==> src/hdl/p1305_pkg.sv <==
// shared types, constants and state encoding for the poly1305 tag engine
`default_nettype none

package p1305_pkg;

	localparam int WordW   = 64;
	localparam int KeyW    = 128;
	localparam int MsgW    = 129;
	localparam int AccW    = 131;
	localparam int OpaW    = 132;
	localparam int CntW    = $clog2(OpaW + 1);
	localparam int CntBitW = 5;
	localparam int CfgIdxW = 4;

	localparam logic [CntBitW-1:0] MaxBytes = CntBitW'(16);

	localparam logic [WordW-1:0] ClampLow  = 64'h0fff_fffc_0fff_ffff;
	localparam logic [WordW-1:0] ClampHigh = 64'h0fff_fffc_0fff_fffc;

	typedef logic [WordW-1:0]   word_t;
	typedef logic [KeyW-1:0]    key_t;
	typedef logic [MsgW-1:0]    msg_t;
	typedef logic [AccW-1:0]    acc_t;
	typedef logic [OpaW-1:0]    opa_t;
	typedef logic [CntW-1:0]    cnt_t;
	typedef logic [CntBitW-1:0] nbytes_t;
	typedef logic [CfgIdxW-1:0] cfg_idx_t;

	localparam cfg_idx_t CfgRLow  = CfgIdxW'(0);
	localparam cfg_idx_t CfgRHigh = CfgIdxW'(1);
	localparam cfg_idx_t CfgSLow  = CfgIdxW'(2);
	localparam cfg_idx_t CfgSHigh = CfgIdxW'(3);

	typedef enum logic [1:0] {
		ST_IDLE,
		ST_MUL,
		ST_FIN,
		ST_PUT
	} state_t;

endpackage

`default_nettype wire

==> src/hdl/p1305_mul.sv <==
// bit-serial multiply of the block sum by r modulo 2^130-5
`default_nettype none

module p1305_mul (
	input  wire logic           clk,
	input  wire logic           arst_n,
	input  wire logic           start,
	input  wire p1305_pkg::opa_t opa,
	input  wire p1305_pkg::key_t r,
	output logic                done,
	output p1305_pkg::acc_t     prod
);

	import p1305_pkg::*;

	opa_t        a_q;
	acc_t        x_q;
	cnt_t        cnt_q;
	logic        done_q;
	logic [3:0]  fold;
	acc_t        addend;
	acc_t        x_nxt;

	// 2x drops bits 130 and 129, folded back as 5 * those bits
	always_comb begin
		fold   = {x_q[AccW-1:AccW-2], 2'b00} + {2'b00, x_q[AccW-1:AccW-2]};
		addend = a_q[OpaW-1] ? AccW'(r) : '0;
		x_nxt  = {1'b0, x_q[AccW-3:0], 1'b0} + addend + AccW'(fold);
	end

	always_ff @(posedge clk or negedge arst_n) begin
		if (!arst_n) begin
			cnt_q  <= '0;
			done_q <= 1'b0;
		end else begin
			done_q <= 1'b0;
			if (start) begin
				cnt_q <= CntW'(OpaW);
			end else if (cnt_q != '0) begin
				cnt_q <= cnt_q - CntW'(1);
				if (cnt_q == CntW'(1)) begin
					done_q <= 1'b1;
				end
			end
		end
	end

	always_ff @(posedge clk) begin
		if (start) begin
			a_q <= opa;
			x_q <= '0;
		end else if (cnt_q != '0) begin
			a_q <= {a_q[OpaW-2:0], 1'b0};
			x_q <= x_nxt;
		end
	end

	assign done = done_q;
	assign prod = x_q;

endmodule

`default_nettype wire

==> src/hdl/p1305_fin.sv <==
// final reduction modulo 2^130-5 and addition of s
`default_nettype none

module p1305_fin (
	input  wire logic            clk,
	input  wire logic            arst_n,
	input  wire logic            start,
	input  wire p1305_pkg::acc_t acc,
	input  wire p1305_pkg::key_t s,
	output logic                 done,
	output p1305_pkg::key_t      tag
);

	import p1305_pkg::*;

	acc_t         y_s1;
	logic [129:0] h_s2;
	key_t         tag_s3;
	logic         v_s1;
	logic         v_s2;
	logic         v_s3;
	acc_t         g;
	logic [2:0]   fold;

	assign fold = {acc[AccW-1], 2'b00} + {2'b00, acc[AccW-1]};
	assign g    = y_s1 + AccW'(5);

	always_ff @(posedge clk or negedge arst_n) begin
		if (!arst_n) begin
			v_s1 <= 1'b0;
			v_s2 <= 1'b0;
			v_s3 <= 1'b0;
		end else begin
			v_s1 <= start;
			v_s2 <= v_s1;
			v_s3 <= v_s2;
		end
	end

	always_ff @(posedge clk) begin
		if (start) begin
			y_s1 <= AccW'(acc[AccW-2:0]) + AccW'(fold);
		end
		if (v_s1) begin
			// value + 5 reaching 2^130 means value >= p
			h_s2 <= g[AccW-1] ? g[AccW-2:0] : y_s1[AccW-2:0];
		end
		if (v_s2) begin
			tag_s3 <= h_s2[KeyW-1:0] + s;
		end
	end

	assign done = v_s3;
	assign tag  = tag_s3;

endmodule

`default_nettype wire

==> src/hdl/poly1305_tag_engine_core.sv <==
// a non-final block is multiplied in full before the next block can be accepted
// a final block passes the multiply and final reduction, then waits while the tag slot is full
// after a final block the next block is accepted in the cycle after the tag load at the earliest
// the multiplier shifts one bit of the 132-bit block sum per cycle
// a waiting tag stalls input only once the following tag is ready to load
// reset clears the accumulator, key registers, control state and the tag slot
`default_nettype none

module poly1305_tag_engine_core (
	input  wire logic                 clk,
	input  wire logic                 arst_n,
	input  wire logic                 cfg_valid,
	output logic                      cfg_ready,
	input  wire p1305_pkg::cfg_idx_t  cfg_index,
	input  wire p1305_pkg::word_t     cfg_data,
	input  wire logic                 block_valid,
	output logic                      block_ready,
	input  wire p1305_pkg::word_t     block_low,
	input  wire p1305_pkg::word_t     block_high,
	input  wire p1305_pkg::nbytes_t   byte_count,
	input  wire logic                 last_block,
	output logic                      tag_valid,
	input  wire logic                 tag_ready,
	output p1305_pkg::word_t          tag_low,
	output p1305_pkg::word_t          tag_high
);

	import p1305_pkg::*;

	state_t  state_q;
	state_t  state_nxt;
	word_t   r_low_q;
	word_t   r_high_q;
	word_t   s_low_q;
	word_t   s_high_q;
	acc_t    acc_q;
	logic    last_q;
	logic    tag_valid_q;
	key_t    tag_q;
	nbytes_t n_eff;
	key_t    blk_data;
	msg_t    msg;
	opa_t    opa;
	key_t    r_clamped;
	logic    mul_start;
	logic    mul_done;
	acc_t    prod;
	logic    fin_start;
	logic    fin_done;
	key_t    fin_tag;
	logic    tag_load;

	// pad byte after the last data byte, bytes past the count read as zero
	always_comb begin
		n_eff    = (byte_count > MaxBytes) ? MaxBytes : byte_count;
		blk_data = {block_high, block_low};
		msg      = '0;
		for (int i = 0; i < KeyW / 8; i++) begin
			if (CntBitW'(i) < n_eff) begin
				msg[8*i +: 8] = blk_data[8*i +: 8];
			end
			if (CntBitW'(i) == n_eff) begin
				msg[8*i] = 1'b1;
			end
		end
		msg[MsgW-1] = (n_eff == MaxBytes);
		opa         = OpaW'(acc_q) + OpaW'(msg);
	end

	assign r_clamped = {r_high_q & ClampHigh, r_low_q & ClampLow};

	always_comb begin
		state_nxt = state_q;
		case (state_q)
			ST_IDLE: begin
				if (block_valid) begin
					state_nxt = ST_MUL;
				end
			end
			ST_MUL: begin
				if (mul_done) begin
					state_nxt = last_q ? ST_FIN : ST_IDLE;
				end
			end
			ST_FIN: begin
				if (fin_done) begin
					state_nxt = ST_PUT;
				end
			end
			ST_PUT: begin
				if (!tag_valid_q || tag_ready) begin
					state_nxt = ST_IDLE;
				end
			end
			default: state_nxt = ST_IDLE;
		endcase
	end

	always_comb begin
		block_ready = 1'b0;
		mul_start   = 1'b0;
		fin_start   = 1'b0;
		tag_load    = 1'b0;
		case (state_q)
			ST_IDLE: begin
				block_ready = 1'b1;
				mul_start   = block_valid;
			end
			ST_MUL: begin
				fin_start = mul_done && last_q;
			end
			ST_FIN: begin
			end
			ST_PUT: begin
				tag_load = !tag_valid_q || tag_ready;
			end
			default: begin
			end
		endcase
	end

	always_ff @(posedge clk or negedge arst_n) begin
		if (!arst_n) begin
			state_q     <= ST_IDLE;
			r_low_q     <= '0;
			r_high_q    <= '0;
			s_low_q     <= '0;
			s_high_q    <= '0;
			acc_q       <= '0;
			last_q      <= 1'b0;
			tag_valid_q <= 1'b0;
		end else begin
			state_q <= state_nxt;
			if (cfg_valid) begin
				case (cfg_index)
					CfgRLow:  r_low_q  <= cfg_data;
					CfgRHigh: r_high_q <= cfg_data;
					CfgSLow:  s_low_q  <= cfg_data;
					CfgSHigh: s_high_q <= cfg_data;
					default: begin
					end
				endcase
			end
			if (mul_start) begin
				last_q <= last_block;
			end
			if ((state_q == ST_MUL) && mul_done) begin
				acc_q <= last_q ? '0 : prod;
			end
			if (tag_load) begin
				tag_valid_q <= 1'b1;
			end else if (tag_ready) begin
				tag_valid_q <= 1'b0;
			end
		end
	end

	always_ff @(posedge clk) begin
		if (tag_load) begin
			tag_q <= fin_tag;
		end
	end

	p1305_mul u_mul (
		.clk    (clk),
		.arst_n (arst_n),
		.start  (mul_start),
		.opa    (opa),
		.r      (r_clamped),
		.done   (mul_done),
		.prod   (prod)
	);

	p1305_fin u_fin (
		.clk    (clk),
		.arst_n (arst_n),
		.start  (fin_start),
		.acc    (prod),
		.s      ({s_high_q, s_low_q}),
		.done   (fin_done),
		.tag    (fin_tag)
	);

	assign cfg_ready = 1'b1;
	assign tag_valid = tag_valid_q;
	assign tag_low   = tag_q[WordW-1:0];
	assign tag_high  = tag_q[KeyW-1:WordW];

endmodule

`default_nettype wire

==> config.mk <==
export PLATFORM = sky130hd
export DESIGN_NAME = poly1305_tag_engine_core
export DESIGN_NICKNAME = d
export VERILOG_FILES = /design/src/hdl/p1305_pkg.sv /design/src/hdl/p1305_mul.sv /design/src/hdl/p1305_fin.sv /design/src/hdl/poly1305_tag_engine_core.sv
export SDC_FILE = /design/constraint.sdc
export NUM_CORES = 2
export LEC_CHECK = 0
export ABC_CLOCK_PERIOD_IN_PS = 7750
export BUFFER_PORTS_ARGS = -buffer_cell sky130_fd_sc_hd__buf_2
export CAP_MARGIN = 40
export CORE_UTILIZATION = 45
export DETAILED_ROUTE_END_ITERATION = 12
export GPL_TIMING_DRIVEN = 0
export HOLD_SLACK_MARGIN = 0.12
export SETUP_SLACK_MARGIN = 0.15
export SLEW_MARGIN = 20
export SYNTH_ARGS = -nofsm -noshare
export SYNTH_HDL_FRONTEND = slang
export SYNTH_SLANG_ARGS = --single-unit
==> constraint.sdc <==
create_clock -name clk -period 7.75 [get_ports clk]
set_input_delay 0.775 -clock clk [delete_from_list [all_inputs] [get_ports clk]]
set_output_delay 0.775 -clock clk [all_outputs]
set_load 0.01 [all_outputs]
## Yosys cells after proc, flatten, opt, wreduce, memory -nomap -nowiden

Index checks and enable logic that the tools add are counted.

| word-level totals | value |
|---|---|
| register bits after elaboration | 1173 |
| bits in latches | 0 |
| bits in writable memories | 0 |
| bits in read-only memories | 0 |
| bits of input ports | 207 |
| memories kept | 0 |

| operators by class | value |
|---|---|
| add/subtract/negate cells | 9 |
| multiply operators | 0 |
| div/mod/pow operators | 0 |
| $lt $le $gt $ge | 17 |
| equality and inequality tests | 27 |
| shifts and indexed selects | 0 |
| multiplexer cells | 55 |
| bitwise operators | 0 |
| reductions and logical operators | 15 |

Operators by type and width:

| kind | number |
|---|---|
| 2-to-1 mux 132 bit | 2 |
| 2-to-1 mux 8 bit | 18 |
| adder 131 x 129 -> 132 bit | 1 |
| adder 130 x 131 -> 131 bit | 1 |
| adder 130 x 3 -> 131 bit | 1 |
| adder 131 x 3 -> 131 bit (second input constant) | 1 |
| adder 131 x 4 -> 131 bit | 1 |
| 2-to-1 mux 131 bit | 1 |
| adder 128 bit | 1 |
| 2-to-1 mux 128 bit | 1 |
| 2-to-1 mux 124 bit | 1 |
| == test 4 x 5 -> 1 bit (first input constant) | 8 |
| less-than comparator 4 x 5 -> 1 bit (first input constant) | 8 |
| 2-to-1 mux 1 bit | 25 |
| == test 3 x 5 -> 1 bit (first input constant) | 4 |
| less-than comparator 3 x 5 -> 1 bit (first input constant) | 4 |
| == test 2 x 5 -> 1 bit (first input constant) | 2 |
| less-than comparator 1 x 5 -> 1 bit (first input constant) | 2 |
| less-than comparator 2 x 5 -> 1 bit (first input constant) | 2 |
| 2-to-1 mux 2 bit | 5 |
| == test 4 x 2 -> 1 bit (second input constant) | 2 |
| == test 8 x 1 -> 1 bit (second input constant) | 1 |
| case mux 2 bit (4 select lines) | 1 |
| AND reduction 2 bit | 4 |
| 21 further kinds | 26 |

## Logic depth before layout (Yosys ltp)

| logic depth | value |
|---|---|
| word-level depth | 7 |
| depth in mapped cells | 19 |
| depth with buffers taken out | 18 |

## Modules after synthesis

From an unflattened synthesis, not the netlist that was laid out.

| second synthesis, totals | value |
|---|---|
| cells, all modules | 7837 |
| area, all modules | 74953.1 um^2 |

By module, submodules not included:

| module | instances | cells each | area an instance (um^2) | seq. area each (um^2) |
|---|---|---|---|---|
| poly1305_tag_engine_core | 1 | 2832 | 27869.2 | 13077.5 |
| p1305_fin | 1 | 2592 | 25669.6 | 11696.2 |
| p1305_mul | 1 | 2413 | 21414.3 | 6811.5 |

## Worst setup path before layout

Ideal clock, no wire load.

| path | value |
|---|---|
| path kind | register to register |
| from | reg state_q[0] |
| to | reg u_fin.v_s1 |
| setup time | 705 ps |
| arrival | 6626 ps |
| required time | 7045 ps |
| path slack | 419 ps |
| stages on the path, launching flop included | 6 |
| buffers on the path | 2 |
| period minus slack after synthesis | 7331 ps |
| cell sequence | dfrtp_1 -> nand2_1 -> or2_2 -> clkbuf_1 -> clkbuf_1 -> nor2_1 |

| on the way | value |
|---|---|
| longest elaborated chain between the ends | 2 |

RTL lines:

| element | line | RTL |
|---|---|---|
| start: declaration | poly1305_tag_engine_core.sv:30 | `state_t state_q;` |
| start signal: assignment | poly1305_tag_engine_core.sv:133 | `state_q <= state_nxt;` |
| == test 2 x 1 -> 1 bit | poly1305_tag_engine_core.sv:104 | `case (state_q)` |
| 2-to-1 mux 1 bit | poly1305_tag_engine_core.sv:104 |  |
| via fin_start | poly1305_tag_engine_core.sv:48 | `logic fin_start;` |
| end signal: assignment | p1305_fin.sv:34 | `v_s1 <= start;` |
| end: declaration | p1305_fin.sv:19 | `logic v_s1;` |

The timed path passes the listed nets, and every way through them passes these cells.
A chain may end at the register's enable or synchronous reset.

## Final worst setup path

| path | value |
|---|---|
| from | in byte_count[3] |
| to | reg u_mul.a_q[115] (data pin) |

| on the way | value |
|---|---|
| longest elaborated chain between the ends | 7 |
| elaborated cells on any way between the ends | 64 |
| those cells by class | 1 x add/sub; 16 x order compare; 14 x eq/ne; 32 x mux; 1 x reduce/logical |

RTL lines:

| element | line | RTL |
|---|---|---|
| start: declaration | poly1305_tag_engine_core.sv:20 | `input wire p1305_pkg::nbytes_t byte_count,` |
| > comparator 5 bit | poly1305_tag_engine_core.sv:55 | `n_eff = (byte_count > MaxBytes) ? MaxBytes : byte_count;` |
| 2-to-1 mux 5 bit (*) | poly1305_tag_engine_core.sv:55 |  |
| less-than comparator 1 x 5 -> 1 bit (tied with other cells) | poly1305_tag_engine_core.sv:59 | `if (CntBitW'(i) < n_eff) begin` |
| 2-to-1 mux 8 bit | poly1305_tag_engine_core.sv:59 |  |
| 2-to-1 mux 1 bit | poly1305_tag_engine_core.sv:62 | `if (CntBitW'(i) == n_eff) begin` |
| adder 131 x 129 -> 132 bit (*) | poly1305_tag_engine_core.sv:67 | `opa = OpaW'(acc_q) + OpaW'(msg);` |
| 2-to-1 mux 132 bit (*) | p1305_mul.sv:49 | `if (start) begin` |
| end signal: assignment | p1305_mul.sv:50 | `a_q <= opa;` |
| end signal: assignment | p1305_mul.sv:53 | `a_q <= {a_q[OpaW-2:0], 1'b0};` |
| end: declaration | p1305_mul.sv:16 | `opa_t a_q;` |

Every way passes the cells marked *; elsewhere a longest branch is shown, timed or not.

==> metrics.cfg <==
[status]
result_of_the_run = finished, final reports clean

[floorplanning]
rows = 145
starting_density_of_the_core_pct = 45.5
num_io_pins = 338
die-height_microns = 401
die_width_microns = 401
floorplan.core_area_sq_um = 157000
die_area_sq_um = 160000

[finish]
finish.net_count = 8724
synthToLayoutAreaGrowth_pct = 13.8
fillerInstances = 14400
drive_above_1_share_pct = 11.2
multi_input_comb_area_sq_um = 37800
register_area_sq_um = 31600
finalCoreUtilization_pct = 51.8

[worst_hold_path]
min_to = last_q
worst_hold_path_type = input port to flip-flop
worst_hold_startpoint = last_block
timing.hold.worst_path_depth = 3

[worst_setup_path]
critPathRequiredTime_ns = 8.26
worst_r2r_endpoint = u_mul.prod[130]
r2r_setup_slk_ns = 1.43
critical_path_arrival_ns = 6.91
crit_path_max_cell_delay_ns = 0.66
path_common_cell = buf_2
worstSetupEndpointType = flip-flop
critical-path-slowest-cell = a221oi_1
r2r_start = u_mul.a_q[131]
worstSetupStartpointType = input port
reg2regPathDepth = 19
crit_type = input port to flip-flop
largest_fanout_on_the_critical_path = 10
crit_chain = buf_2 -> or3_1 -> clkbuf_1 -> nor2_1 -> mux2_2 -> ha_1 -> a21o_1 -> a31o_2 -> a22oi_1 -> a21oi_1 -> nor3_1 -> o31ai_1 -> a211oi_1 -> buf_2 -> o211ai_1 -> a221oi_1 -> o21ba_2 -> xor2_1 -> o21ai_0

[detailed_routing]
antenna_violating_nets_post_route = 0
viasPerCell = 5.68
wirelength_microns = 239000
routed-wl-met3_microns = 14200
drc = 0
drtPass1Iterations = 6
drt_iter0_markers = 4927
wirelength_met1_microns = 113000
vias = 58100
uppermost_metal_layer_occupied_by_signal_nets = met5
routedWlPerCell_microns = 23.4
detailroute.wirelength.met2_microns = 102000

[synth]
netlist_area_pre_place_sq_um = 71500
syn_inst = 7518
synth_warnings = 0
synthDominantCellAreaShare_pct = 27.2
syn-mean-instance-area_sq_um = 9.51
netlist-cell-type-count = 92
seq_area_frac_synth_pct = 44.2
ys_async_sr_fraction_pct = 32.9
synth_area_leaders = edfxtp_1 27%, dfrtp_1 13%, ha_1 8.2%, nand2_1 5.5%, xnor2_1 5.2%
ys_dominant_reg_cell = edfxtp_1
synth_edf_count = 647
post-synth-top-area-cell = edfxtp_1
yosys_register_bits = 1159
total_nets_after_synthesis = 8202

[global_route]
grt_antenna_before_repair = 12
gr-total-overflow = 0
grt_start_max_net_pins = 97
grt_pass1_wl_microns = 350000
grt_pass1_vias = 54500
grt_usage_pct = 29.0

[placement]
post-dp-hpwl_microns = 192000
gp_congestion = 0.980
count_of_buffers_inserted_at_the_top_level_ports = 335

[sta]
finalHoldViolCount = 0
setup_violations = 0
finalWorstPathRequiredPeriod_ns = 6.40
totalNegativeSetupSlack_ns = 0
rsz0062_at_grt = no
period_share_pct = 82.5
tightest_slew_ns = 0.944
fmax_mhz = 156
normalized_max_slew_margin_pct = 36.5
holdWs_ns = 0.190
fin_skew_ns = 0.0423
timing_max_transition_violations_final = 0

[clock_network]
clockBufferDepth = 3
clk_latency_ns = 0.80
clkSlewWorstSetupHoldPaths_ns = 0.06
inserted_clock_buffers = 130
cts-root-buf = clkbuf_16
cts_sinks = 1159
cts_tree = yes
htreeDepth = 4

[job]
max_cap_viol_count = 0

[pwr]
p_leak_nw = 33.1
vdd_drop_max_mv = 0.245
pwr_density_cell_nw_per_um2 = 353

-- synthesized netlist by cell type (172+ instances only) --
master,n
a21oi_1,631
clkbuf_1,356
dfrtp_1,381
xor2_1,190
a21o_1,187
mux2_2,236
nor2_1,409
ha_1,471
nand2_1,1056
o21ai_0,606
nand3_1,172
edfxtp_1,647
nand4_1,253
xnor2_1,428
inv_1,175
-- metrics by stage --
stage / power, mW / instances / instance area [sq um] / setup slack [ns]
6_report: 28.7 / 10200 / 81300 / 1.35
5_1_grt: 30.5 / 10200 / 81300 / 0.893
4_1_cts: 28.5 / 10200 / 81300 / 1.44
3_5_place_dp: 21.7 / 9965 / 76600 / 0.623
3_3_place_gp: 21.6 / 9911 / 75700 / -2.82
2_1_floorplan: 17.8 / 7518 / 71500 / 0.419
-- flip-flops by register name, indices dropped and copies added, names as in the netlist, 8 cells and up, named ones only --
register,count
u_mul.a_q,132
r_low_q,54
u_fin.h_s2,128
u_fin.y_s1,131
acc_q,131
r_high_q,52
tag_q,128
u_fin.tag,128
s_high_q,64
s_low_q,64
u_mul.prod,131
u_mul.cnt_q,8
-- critical path, delay by kind of cell --
family / cells / cell delay, ns
simple gates: 3 / 1.55
mux: 1 / 0.41
compound gates: 10 / 3.00
xor+xnor: 1 / 0.16
fa+ha+maj: 1 / 0.34
buf+inv: 3 / 0.64
-- cells by family after synthesis --
logic type               share of synthesized area (%)
multiplexers                                      3.77
buffers and inverters                             2.97
AO/OA/AOI/OAI                                     16.1
other                                          0.00525
adder cells (fa/ha/maj)                           8.41
flip-flops                                        44.2
AND/OR/NAND/NOR                                   17.0
XOR/XNOR                                          7.57
-- routing by layer --
| layer | up-vias | track usage, % |
|---|---|---|
| li1 | 28200 | - |
| met1 | 27700 | 42.6 |
| met2 | 1868 | 43.3 |
| met3 | 313 | 3.66 |
| met4 | 6 | 10.9 |
| met5 | - | 0 |
-- power by group --
part / internal, mW / switching, mW
clock network: 3.85 / 2.78
logic: 4.57 / 7.79
registers: 8.17 / 1.51
-- worst max-delay path by stage --
stage | depth (start not counted) | start | endpoint
after floorplan | 5 | state_q[0] | u_fin.v_s1
after global placement | 4 | last_q | u_fin.v_s1
after detailed placement | 19 | byte_count[3] | u_mul.a_q[115]
after CTS | 19 | u_mul.a_q[131] | u_mul.prod[130]
after global routing | 19 | u_mul.a_q[131] | u_mul.prod[130]
final | 19 | byte_count[3] | u_mul.a_q[115]
-- placed cells by master, fill, tap and decap left out, types with 346 or more instances in the layout --
master    netlist  layout
nand2_1      1056    1056
edfxtp_1      647     647
a21oi_1       631     631
o21ai_0       606     606
ha_1          471     471
xnor2_1       428     428
nor2_1        409     408
clkbuf_1      356     381
dfrtp_1       381     379
buf_2           7     346
-- area by class of cell --
class / instances / share of cell area (%)
diodes: 20 / 0.0616
repair buffers: 390 / 3.09
inverters: 176 / 0.822
plain buffers: 383 / 1.81
clock inverters: 60 / 1.10
well taps: 2058 / 3.17
multi-input cells: 5800 / 46.5
flip-flops and latches: 1159 / 38.9
clock buffers: 180 / 4.58
-- timing repair --
item | CTS | global route
setup buffers | 0 | 0
endpoints found under the hold margin | 31 | 0
hold buffers | 1 | 0
gates resized for setup | 0 | 0
No activity file was read; power rests on OpenSTA's default activity.
